===== src/sv/bspb_pkg.sv =====
// shared types, constants and helpers for the bit buffer
// no dependencies; imported by every module of the block

package bspb_pkg;

	localparam int WORD_BITS       = 64;
	localparam int FILL_BITS       = 6;
	localparam int NBITS_W         = 7;
	localparam int BITS_LEFT_W     = 15;
	localparam int STORE_WORDS_DEF = 256;
	localparam int QUEUE_DEPTH     = 2;

	typedef enum logic [1:0] {
		OP_WRITE = 2'd0,
		OP_FLUSH = 2'd1,
		OP_READ  = 2'd2,
		OP_CLEAR = 2'd3
	} op_t;

	typedef enum logic {
		BK_EXEC = 1'b0,
		BK_READ = 1'b1
	} back_state_t;

	// decoded word as it travels from front to back
	typedef struct packed {
		op_t                  op;
		logic [WORD_BITS-1:0] value;
		logic [NBITS_W-1:0]   n;
		logic                 zero;
	} cmd_t;

	typedef struct packed {
		logic push;
		cmd_t cmd;
	} push_t;

	typedef struct packed {
		logic valid;
		cmd_t cmd;
	} head_t;

	// ones in the low n bits, n up to 64
	function automatic logic [WORD_BITS-1:0] low_mask(input logic [NBITS_W-1:0] n);
		logic [WORD_BITS-1:0] m;
		if (n >= NBITS_W'(WORD_BITS)) begin
			m = '1;
		end else begin
			m = ~({WORD_BITS{1'b1}} << n);
		end
		return m;
	endfunction

endpackage


===== src/sv/bspb_front.sv =====
// front end: accepts input words, clamps the width and masks the value
// depends on bspb_pkg; feeds bspb_queue

module bspb_front
	import bspb_pkg::*;
(
	input  logic                 in_valid,
	output logic                 in_stall,
	input  logic [1:0]           op,
	input  logic [WORD_BITS-1:0] value,
	input  logic [NBITS_W-1:0]   nbits,
	input  logic                 q_full,
	output push_t                push
);

	logic [NBITS_W-1:0] n_clamp;

	// widths above a full word count as a full word
	assign n_clamp = (nbits > NBITS_W'(WORD_BITS)) ? NBITS_W'(WORD_BITS) : nbits;

	assign in_stall        = q_full;
	assign push.push       = in_valid && !q_full;
	assign push.cmd.op     = op_t'(op);
	assign push.cmd.n      = n_clamp;
	assign push.cmd.zero   = (n_clamp == '0);
	assign push.cmd.value  = value & low_mask(n_clamp);

endmodule


===== config.mk =====
export PLATFORM = sky130hd
export DESIGN_NAME = bspb_front
export DESIGN_NICKNAME = d
export VERILOG_FILES = /design/src/sv/bspb_pkg.sv /design/src/sv/bspb_front.sv
export SDC_FILE = /design/constraint.sdc
export NUM_CORES = 1
export LEC_CHECK = 0
export BUFFER_PORTS_ARGS = -buffer_cell sky130_fd_sc_hd__buf_2
export CAP_MARGIN = 20
export CORE_AREA = 2 2 58 60
export DETAILED_ROUTE_END_ITERATION = 10
export DIE_AREA = 0 0 60 62
export GPL_ROUTABILITY_DRIVEN = 0
export PLACE_DENSITY_LB_ADDON = 0.15
export REMOVE_ABC_BUFFERS = 1
export SKIP_LAST_GASP = 1
export SLEW_MARGIN = 15
export SYNTH_ARGS = -nofsm -noshare
export SYNTH_HDL_FRONTEND = slang
export SYNTH_SLANG_ARGS = --single-unit

===== constraint.sdc =====
create_clock -name vclk -period 1.41
set_clock_uncertainty 0.05 [all_clocks]
set_input_delay 0 -clock vclk [all_inputs]
set_output_delay 0 -clock vclk [all_outputs]
set_load 0.02 [all_outputs]

==> flow_summary.rst <==
.. list-table::
   :header-rows: 1

   * - Metric
     - Value
   * - Number of buffers added to fix hold violations after cts
     - 2
   * - Final nets
     - between 300 and 400
   * - Slew headroom
     - 0.708
   * - Share of total power consumed by net switching
     - 0.606
   * - I/O pin cnt
     - ~150
   * - Crit-path max FO
     - 19
   * - First DRT Iteration DRCs
     - approximately 90
   * - First-pass iteration count of the detailed router
     - 4
   * - Number of global-route vias before repair
     - approximately 1400
   * - Syn. warnings
     - 0
   * - Number of standard-cell rows in the floorplan
     - 21
   * - Total die area
     - 3720 sq um
   * - Arrival @ worst endpoint
     - approximately 1.2 ns
   * - Filler Cell Count
     - 342
   * - Seq_cells
     - 0
   * - Termination of the worst setup path
     - push[17]
   * - Number of max-cap violations
     - 0
   * - Origin of the worst setup path
     - nbits[3]
   * - Pin count of the biggest net entering global routing
     - 21
   * - DIE HEIGHT
     - 62 um
   * - Number of distinct library cells after synthesis
     - 36
   * - RSZ-0062 raised after global routing
     - false
   * - Class of the worst hold path
     - in -> out
   * - Outcome
     - finished clean
   * - CLK BUF
     - 0
   * - Antenna violations before repair
     - 0
   * - First-pass GRT wire length
     - ~6400 um
   * - Startpoint Class
     - input pin
   * - Net Switching
     - between 0.4 and 0.5 mW
   * - Hpwl dp
     - around 3500 um
   * - Leakage power figure
     - just over 1 nW
   * - Count of port buffers added during placement
     - 147
   * - Peak ir drop on the vdd network
     - approximately 0.16 mV
   * - Number of setup violations in the final report
     - 0
   * - Proportion of power drawn by flip-flops and latches
     - 0
   * - Antenna-violating nets left
     - 0
   * - Final routed wire length divided by cell count
     - ~13 um
   * - Buffer count from post-CTS setup fixing
     - 0
   * - Number of hold violations in the final report
     - 0
   * - Total gr overflow
     - 0
   * - Required time of the worst setup path
     - 1.36 ns
   * - Total count of max-transition violations in the final report
     - 0
   * - Internal portion of total power
     - around 0.27 mW
   * - Starting density of the core
     - 0.312
   * - Synthesized area per cell
     - a little under 6 sq um
   * - Actual transition at the worst max-transition pin
     - approximately 0.44 ns
   * - Cell area after technology mapping
     - ~1000 sq um
   * - Fraction of layout instances using a drive strength above 1
     - 0.523
   * - Detailed-route via count
     - 1729
   * - Power density over the cells
     - between 300 and 400 nW/um^2
   * - Area used by sequential logic in the layout
     - 0 sq um
   * - Final sum of negative setup slack
     - 0 ns
   * - DRT Wirelength
     - ~4500 um
   * - Fmax
     - 811 MHz
   * - Worst hold slack after final layout
     - around 0.18 ns
   * - Core Region
     - between 3000 and 4000 sq um
   * - Average via count per standard cell
     - ~4.9
   * - Power share of the combinational group
     - 1.000
   * - Final period util
     - 0.874
   * - Synth Instances
     - 170
   * - GR Util All Layers
     - 0.214
   * - Number of gates resized after CTS
     - 0
   * - Remaining design rule violation count
     - 0
   * - Relative contribution of the clock network to total power
     - 0
   * - PnR Total Power
     - a little under 0.7 mW
   * - Multi-input gate area
     - about 850 sq um
   * - Clock period minus final worst setup slack
     - between 1 and 1.5 ns
   * - Width of the die
     - around 60 um
   * - Critical path endpoint category
     - output pin
   * - Post-synthesis to final-layout area growth
     - 77.0%
   * - Diodes inserted
     - 0
   * - Sequential area share after synthesis
     - 0
   * - Path type of the worst setup path
     - in -> out
[placed cells by master, fill, tap and decap left out, drive strengths merged, types with 2 or more instances in the layout]
master / instances
buf: 157
nand2: 27
o21ai: 17
a21oi: 16
a21boi: 15
nor2: 14
and2: 11
nor2b: 9
nand3: 6
o21a: 6
inv: 4
and3: 4
a31oi: 3
o311a: 2
o2bb2ai: 2
dlygate4sd3: 2
nand2b: 2
nor3: 2
[power by group through the flow]
stage	registers [mW]	logic [mW]	clock network, mW
global route	0	0.751	0
finish	0	0.687	0
global placement	0	0.676	0
detailed placement	0	0.680	0
CTS	0	0.691	0
floorplan	0	0.352	0
[worst min-delay path by stage]
| stage | from | slack (ns) | cells past startpoint | endpoint |
|---|---|---|---|---|
| 3_3_place_gp | op[0] | -0.05 | 0 | push[72] |
| 6_report | q_full | 0.18 | 2 | in_stall |
| 5_1_grt | q_full | 0.21 | 2 | in_stall |
| 2_1_floorplan | q_full | -0.05 | 0 | in_stall |
| 4_1_cts | q_full | 0.18 | 2 | in_stall |
| 3_5_place_dp | op[0] | -0.05 | 0 | push[72] |
[Yosys cell counts (2+ instances only)]
master | count | area share
nand2_1 | 27 | 0.10
a21oi_1 | 16 | 0.081
o21ai_0 | 16 | 0.081
a21boi_0 | 14 | 0.11
nor2_1 | 14 | 0.053
and2_1 | 11 | 0.069
nor2b_1 | 9 | 0.057
buf_2 | 8 | 0.040
buf_4 | 7 | 0.053
nand3_1 | 6 | 0.030
o21a_1 | 6 | 0.045
and3_1 | 4 | 0.025
inv_1 | 4 | 0.015
a31oi_1 | 3 | 0.019
buf_6 | 2 | 0.023
o2bb2ai_1 | 2 | 0.018
o311a_1 | 2 | 0.020
[kinds of logic after synthesis]
kind of cell           Yosys count  share of synthesized area
and+or+nand+nor                 81                      0.431
AOI/OAI and AO/OA               66                      0.429
buffers and inverters           23                      0.140
[layer usage]
| metal | vias up | track usage | wire length [um] |
|---|---|---|---|
| met5 | - | 0 | 0 |
| met4 | 0 | 0 | 0 |
| met3 | 0 | 0.0104 | 386 |
| met2 | 105 | 0.405 | 2180 |
| met1 | 752 | 0.286 | 1890 |
| li1 | 872 | - | - |
[final cells by class]
class | count | share of cell area
Tap cell | 46 | 0.0328
Inverter | 4 | 0.00855
Timing Repair Buffer | 159 | 0.473
Multi-Input combinational cell | 147 | 0.486
[metrics by stage]
stage          cell area [sq um]  instances   util  setup slack [ns]
6_report                    1760        356  0.553             0.177
5_1_grt                     1760        356  0.553            0.0363
4_1_cts                     1760        356  0.553             0.191
3_5_place_dp                1740        354  0.546             0.191
3_3_place_gp                1740        354  0.546             0.206
2_1_floorplan                868        151      -             0.265
[critical path, cell delays in order]
cell	delay [ns]
buf_2	0.36
nand2b_4	0.11
inv_1	0.13
o21ai_0	0.19
a21boi_0	0.20
buf_2	0.19
No activity file was read; power rests on OpenSTA's default activity.
