===== src/sv/bspb_pkg.sv =====
// shared types, constants and helpers for the bit buffer
// no dependencies; imported by every module of the block

package bspb_pkg;

	localparam int WORD_BITS       = 64;
	localparam int FILL_BITS       = 6;
	localparam int NBITS_W         = 7;
	localparam int BITS_LEFT_W     = 15;
	localparam int STORE_WORDS_DEF = 256;
	localparam int QUEUE_DEPTH     = 2;

	typedef enum logic [1:0] {
		OP_WRITE = 2'd0,
		OP_FLUSH = 2'd1,
		OP_READ  = 2'd2,
		OP_CLEAR = 2'd3
	} op_t;

	typedef enum logic {
		BK_EXEC = 1'b0,
		BK_READ = 1'b1
	} back_state_t;

	// decoded word as it travels from front to back
	typedef struct packed {
		op_t                  op;
		logic [WORD_BITS-1:0] value;
		logic [NBITS_W-1:0]   n;
		logic                 zero;
	} cmd_t;

	typedef struct packed {
		logic push;
		cmd_t cmd;
	} push_t;

	typedef struct packed {
		logic valid;
		cmd_t cmd;
	} head_t;

	// ones in the low n bits, n up to 64
	function automatic logic [WORD_BITS-1:0] low_mask(input logic [NBITS_W-1:0] n);
		logic [WORD_BITS-1:0] m;
		if (n >= NBITS_W'(WORD_BITS)) begin
			m = '1;
		end else begin
			m = ~({WORD_BITS{1'b1}} << n);
		end
		return m;
	endfunction

endpackage


===== src/sv/bspb_queue.sv =====
// short command queue between front and back
// depends on bspb_pkg

module bspb_queue
	import bspb_pkg::*;
(
	input  logic  clk,
	input  logic  arst_n,
	input  push_t push,
	input  logic  pop,
	output head_t head,
	output logic  full
);

	localparam int PW = $clog2(QUEUE_DEPTH);
	localparam int CW = $clog2(QUEUE_DEPTH + 1);

	cmd_t          entry_q [QUEUE_DEPTH];
	logic [PW-1:0] wr_ptr_q;
	logic [PW-1:0] rd_ptr_q;
	logic [CW-1:0] count_q;
	logic          do_push;
	logic          do_pop;

	assign full       = (count_q == CW'(QUEUE_DEPTH));
	assign head.valid = (count_q != '0);
	assign head.cmd   = entry_q[rd_ptr_q];
	assign do_push    = push.push && !full;
	assign do_pop     = pop && head.valid;

	always_ff @(posedge clk) begin
		if (do_push) begin
			entry_q[wr_ptr_q] <= push.cmd;
		end
	end

	always_ff @(posedge clk or negedge arst_n) begin
		if (!arst_n) begin
			wr_ptr_q <= '0;
			rd_ptr_q <= '0;
			count_q  <= '0;
		end else begin
			if (do_push) begin
				wr_ptr_q <= (wr_ptr_q == PW'(QUEUE_DEPTH - 1)) ? '0 : wr_ptr_q + 1'b1;
			end
			if (do_pop) begin
				rd_ptr_q <= (rd_ptr_q == PW'(QUEUE_DEPTH - 1)) ? '0 : rd_ptr_q + 1'b1;
			end
			if (do_push && !do_pop) begin
				count_q <= count_q + 1'b1;
			end else if (do_pop && !do_push) begin
				count_q <= count_q - 1'b1;
			end
		end
	end

endmodule


===== config.mk =====
export PLATFORM = sky130hd
export DESIGN_NAME = bspb_queue
export DESIGN_NICKNAME = d
export VERILOG_FILES = /design/src/sv/bspb_pkg.sv /design/src/sv/bspb_queue.sv
export SDC_FILE = /design/constraint.sdc
export NUM_CORES = 1
export LEC_CHECK = 0
export BUFFER_PORTS_ARGS = -buffer_cell sky130_fd_sc_hd__buf_2
export CORE_MARGIN = 2
export CORE_UTILIZATION = 37
export DETAILED_ROUTE_END_ITERATION = 8
export PLACE_DENSITY = 0.68
export RECOVER_POWER = 100
export SLEW_MARGIN = 10
export SYNTH_ARGS = -nofsm -noshare
export SYNTH_HDL_FRONTEND = slang
export SYNTH_SLANG_ARGS = --single-unit
export TNS_END_PERCENT = 30

===== constraint.sdc =====
create_clock -name clk -period 13.3 [get_ports clk]
set_clock_uncertainty 0.2 [all_clocks]
set_input_delay 0 -clock clk [delete_from_list [all_inputs] [get_ports clk]]
set_output_delay 0 -clock clk [all_outputs]
set_load 0.02 [all_outputs]

==> results.ini, run 1 <==
[hold_path]
min_path_type = primary input to register
hold_depth = 2

[clocking]
cts_inserted_buffers = 17
cts_tree = done
cts_root_buffer = clkbuf_16
cts.clk_slew.worst_paths_ns = 0.06
cts.path.max_buffers = 2
h-tree-depth = 4
post_cts_buffers = 0
cts_sinks = 152
clock_latency_ns = 0.42

[synthesis]
syn-cell-area_mm2 = 0.00574
syn_nets = 328
synth_cell_type_count = 15
yosys_warnings = 0
syn_area_per_cell_um2 = 23.1
synth_top_area_cell = edfxtp_1
synth_seq_cells = 152
ys_seq_area_share_pct = 79.2
yosys-top-cells-area = edfxtp_1, mux2_4, mux2_2
synthCells = 249
yosysTopAreaCellShare_pct = 77.4

[floorplanning]
fp.dieArea_mm2 = 0.0165
start_util_pct = 37.8
ioPinCount = 154
fp.dieW_um = 129
design.core.area_mm2 = 0.0152
fp.dieH_um = 129
rows = 45

[global_route]
grt_antenna_before_repair = 0
grt_start_max_net_pins = 75
overflow = 0
grt_pass1_wl_um = 16900
grt_pass1_vias = 3402
track_usage_pct = 13.8

[critical_path]
critPathTopFamily = buffers and inverters
cp.required_ns = 13.05
critPathMaxFanout = 57
cp_slowest_cell = clkbuf_1
crit_type = register to register
max_stage_delay_ns = 2.37
path_buf_inv = 1
startpoint_type = register
end_kind = register
path_cells = nand2b_1 -> nand2_1 -> nor2_1 -> clkbuf_1
reg2reg_depth = 4
cp_num_cells = 4
crit_arrival_ns = 4.64

[power_and_ir_drop]
leakage_nw = 2.75
vdd_ir_drop_max_uv = 162
p_per_area_mw_per_mm2 = 216
p_total_mw = 1.67

[place]
io_buffers = 153
dp_hpwl_um = 6430
globalplace.congestion = 0.681
place_area_mm2 = 0.00670
dpl_worst_slack_ns = 10.76

[routing]
routed_wl_um = 11000
wl_per_cell_um = 15.8
route.detailed.drc = 0
drt-initial-drc-count = 174
viasPerCell = 4.49
first_pass_iters = 4
via_count = 3110
postRouteAntennaNets = 0

[sta]
slew_violations = 211
fmax_mhz = 205
max_slew_margin_pct = -133
period_share_pct = 36.8
setup_viol = 0
fin_ws_ns = 8.41
finalHoldViolCount = 0
worst_pin_slew_ns = 3.49
fin_crit_ns = 4.89
tns_ns = 0
rsz0062_at_grt = no

[layout]
final_net_count = 572
layout-drive-gt1-share_pct = 23.4
area_delta_synth_final_pct = 34.6
diodes = 0
fin_area_mm2 = 0.00773
fillers = 1332

[flow_run]
cap_violations = 5

[status]
run_status = complete, but fails checks
violations = max-capacitance violations, max-slew violations

kinds of logic after synthesis:
logic type,count (synthesis),synth area share (%)
xor gates and xnor gates,5,0.763
adders and majority gates,1,0.218
DFF,152,79.2
buffers and inverters,10,1.48
and+or+nand+nor,7,0.589
muxes,74,17.8
final cells by class:
class,instances,area [um2],share of cell area (%)
clock inverters,13,136,1.76
repair buffers,233,1450,18.7
inverters,2,7.51,0.0972
clock buffers,18,429,5.55
well taps,188,235,3.04
flip-flops and latches,152,4540,58.8
multi-input cells,87,927,12.0
cell usage in the layout (no fill, tap or decap):
cell,instances
edfxtp_1,148
clkbuf_1,88
dlygate4sd3_1,78
buf_2,66
mux2_1,50
mux2_2,23
clkbuf_16,17
clkinv_1,5
clkinv_2,4
dfrtp_1,4
xnor2_1,3
bufinv_16,3
inv_1,2
nand2_1,2
nor2_1,2
xor2_1,2
clkbuf_2,2
mux2_4,1
or2_2,1
nand2b_1,1
and3_1,1
ha_1,1
clkinvlp_4,1
cells in the mapped netlist, drive strengths merged:
library cell,n
or2,1
nand2,2
edfxtp,148
nor2,2
dfrtp,4
and3,1
mux2,74
inv,2
nand2b,1
buf,8
ha,1
xor2,2
xnor2,3
flip-flops by register name, indices dropped and copies added (netlist names):
signal / cells
entry_q: 148
count_q: 2
rd_ptr_q: 1
wr_ptr_q: 1
path summary, 6_finish.rpt:
path                            start             end  slack, ns
hold reg to reg            count_q[1]      count_q[1]       0.30
min in group asynchronous      arst_n      count_q[1]       0.29
setup reg to reg           count_q[0]  entry_q[0][21]       8.41
max in group asynchronous      arst_n        rd_ptr_q      12.44
hold / removal                push[0]   entry_q[1][0]       0.11
setup / recovery           count_q[0]  entry_q[0][21]       8.41
power by group:
part,total [mW],internal (mW),switching (mW)
registers,0.713,0.667,0.0460
clock network,0.463,0.289,0.175
logic,0.493,0.183,0.309
total,1.67,1.14,0.530
layer usage:
metal	global-route usage [%]	routed length (um)	part of all wire, %	vias up
met5	0	0	0	-
met4	4.86	159	1.4	0
met3	5.32	588	5.4	14
met2	23.9	5620	51	100
met1	15.6	4600	42	1523
li1	-	-	-	1473
through the flow:
stage	hold WS, ns	instances	utilization [%]
finish	0.108	693	50.8
global route	0.0952	693	50.8
CTS	0.0802	693	52.9
detailed placement	-0.388	584	44.0
global placement	-0.392	584	44.0
floorplan	-0.496	249	-
timing repair:
| action | 4_1_cts | 5_1_grt |
|---|---|---|
| resized for setup | 0 | 0 |
| endpoints found under the hold margin | 173 | 0 |
| setup endpoints to repair | 0 | 0 |
| hold buffers | 78 | 0 |
Power figures use the tool's default switching activity.
==> run 2: changes to the inputs <==
--- a/config.mk
+++ b/config.mk
@@ -9,7 +9,7 @@
 export CORE_MARGIN = 2
 export CORE_UTILIZATION = 37
 export DETAILED_ROUTE_END_ITERATION = 8
-export PLACE_DENSITY = 0.68
+export PLACE_DENSITY = 0.7
 export RECOVER_POWER = 100
 export SLEW_MARGIN = 10
 export SYNTH_ARGS = -nofsm -noshare
==> constraint.sdc (replaced) <==
create_clock -name clk -period 4.2 [get_ports clk]
set_clock_uncertainty 0.2 [all_clocks]
set_input_delay 0 -clock clk [delete_from_list [all_inputs] [get_ports clk]]
set_output_delay 0 -clock clk [all_outputs]
set_load 0.02 [all_outputs]
==> run 2 against run 1 <==
  * The flow still finishes with violations (max-capacitance violations, max-slew violations)
  * Design area rose by 0.71%
  * First-iteration DRC count down 14%
  * Clock-buffer cell count increased by 1
  * Worst setup slack worse by 7.3 ns
  * Critical path type unchanged
==> results.ini, run 2 (same netlist as run 1, synthesis figures left out) <==
[status]
run_status = complete, but fails checks
violations = max-capacitance violations, max-slew violations

[sta]
rsz0062_at_grt = no
setup_viol = 0
max_slew_margin_pct = -50.5
slew_violations = 151
period_share_pct = 73.8
tns_ns = 0
worst_pin_slew_ns = 2.26
finalHoldViolCount = 0
fin_crit_ns = 3.10
fmax_mhz = 323

[routing]
via_count = 3139
routed_wl_um = 10800
first_pass_iters = 4
drt-initial-drc-count = 149
route.detailed.drc = 0
viasPerCell = 4.52
postRouteAntennaNets = 0
wl_per_cell_um = 15.5

[critical_path]
critPathMaxFanout = 38
path_cells = nand2b_1 -> nand2_1 -> nor2_4 -> clkbuf_1
crit_type = register to register
crit_arrival_ns = 2.88
cp.required_ns = 3.99
end_kind = register
reg2reg_slack_ns = 1.10
startpoint_type = register
max_stage_delay_ns = 1.61
cp_slowest_cell = clkbuf_1

[floorplanning]
fp.dieArea_mm2 = 0.0165
start_util_pct = 37.8
ioPinCount = 154
design.core.area_mm2 = 0.0152
fp.dieW_um = 129
rows = 45
fp.dieH_um = 129

[clocking]
cts_root_buffer = clkbuf_16
cts_inserted_buffers = 17
clock_latency_ns = 0.41
h-tree-depth = 4
cts_tree = done
cts.clk_slew.worst_paths_ns = 0.06
cts.path.max_buffers = 2
cts_sinks = 152
cts_resized = 0

[global_route]
overflow = 0
grt_antenna_before_repair = 0
grt_pass1_vias = 3322
grt_start_max_net_pins = 75
grt_pass1_wl_um = 16200
track_usage_pct = 13.2

[layout]
area_delta_synth_final_pct = 35.6
final_cells = 695
fillers = 1331
final_cell_mix = edfxtp_1, clkbuf_1, dlygate4sd3_1
reg.largest.list = entry_q x148, count_q x2
top_register = entry_q
final_net_count = 573
fin_util_pct = 51.2
layout-drive-gt1-share_pct = 25.2
final_common_cell = edfxtp_1
largest_register_ffs = 148
diodes = 0

[power_and_ir_drop]
netSwitchingFraction_pct = 31.5
p_per_area_mw_per_mm2 = 684
p_switching_mw = 1.68
internal_power_mw = 3.65
pwr-share-seq_pct = 42.9
p_total_mw = 5.33
vdd_ir_drop_max_uv = 632
leakage_nw = 2.78
clockPowerShare_pct = 28.7
power_frac_comb_pct = 28.5

[flow_run]
cap_violations = 3

[hold_path]
min_path_type = primary input to register

[place]
io_buffers = 153
globalplace.congestion = 0.655
dp_hpwl_um = 6360
placed_cells = 585

==> run 2: changes by cell type in the layout (fill, tap and decap cells not counted), sizes merged <==
| cell | delta |
|---|---|
| clkinv | -1 |
| bufinv | +1 |
| clkbuf | -5 |
| buf | +7 |
==> run 2: metal layers <==
layer	global-route usage, %	vias up	share of wire (%)
met5	0	-	0
met4	4.60	0	1.3
met3	5.32	14	5.9
li1	-	1472	-
met2	22.8	113	51
met1	15.0	1540	42
==> run 2: power by group through the flow <==
stage          Clock, mW  Sequential (mW)  Combinational (mW)
2_1_floorplan          0             2.19                1.39
3_3_place_gp           0             2.32                1.70
3_5_place_dp           0             2.33                1.72
4_1_cts             1.55             2.30                1.78
5_1_grt             1.63             2.33                1.63
6_report            1.53             2.28                1.52
==> run 2: path summary, 6_finish.rpt <==
path,to,cells past startpoint,from
max,entry_q[0][39],4,count_q[0]
min,entry_q[0][71],2,push[71]
max reg2reg,entry_q[0][39],4,count_q[0]
min reg2reg,count_q[1],1,count_q[1]
max in group asynchronous,rd_ptr_q,3,arst_n
min in group asynchronous,wr_ptr_q,3,arst_n
==> run 2: repair_timing <==
item | in CTS | in global routing
endpoints found under the setup margin | 0 | 0
hold buffers | 78 | 0
hold endpoints to repair | 156 | 0
setup buffers | 0 | 0
==> run 2: through the flow <==
| step | hold WS [ns] | instance area [um2] | worst slack, ns |
|---|---|---|---|
| detailed placement | -0.389 | 6700 | 1.92 |
| CTS | 0.0877 | 8080 | 1.46 |
| global placement | -0.392 | 6700 | 1.97 |
| floorplan | -0.496 | 5740 | 1.02 |
| global route | 0.0912 | 7780 | 0.790 |
| finish | 0.115 | 7780 | 1.10 |
==> run 2: cell type report <==
| type | count | area (um2) | share of cell area, % |
|---|---|---|---|
| inverters | 2 | 7.51 | 0.0965 |
| repair buffers | 234 | 1460 | 18.8 |
| clock inverters | 13 | 159 | 2.04 |
| multi-input cells | 87 | 936 | 12.0 |
| well taps | 188 | 235 | 3.02 |
| clock buffers | 19 | 433 | 5.56 |
| flip-flops and latches | 152 | 4550 | 58.4 |
==> run 2: worst max-delay path, delay by kind of cell, from the launching register on <==
kind          cells  cell delay [ns]
buf+inv           1             1.61
simple gates      3             0.43
flops             1             0.41
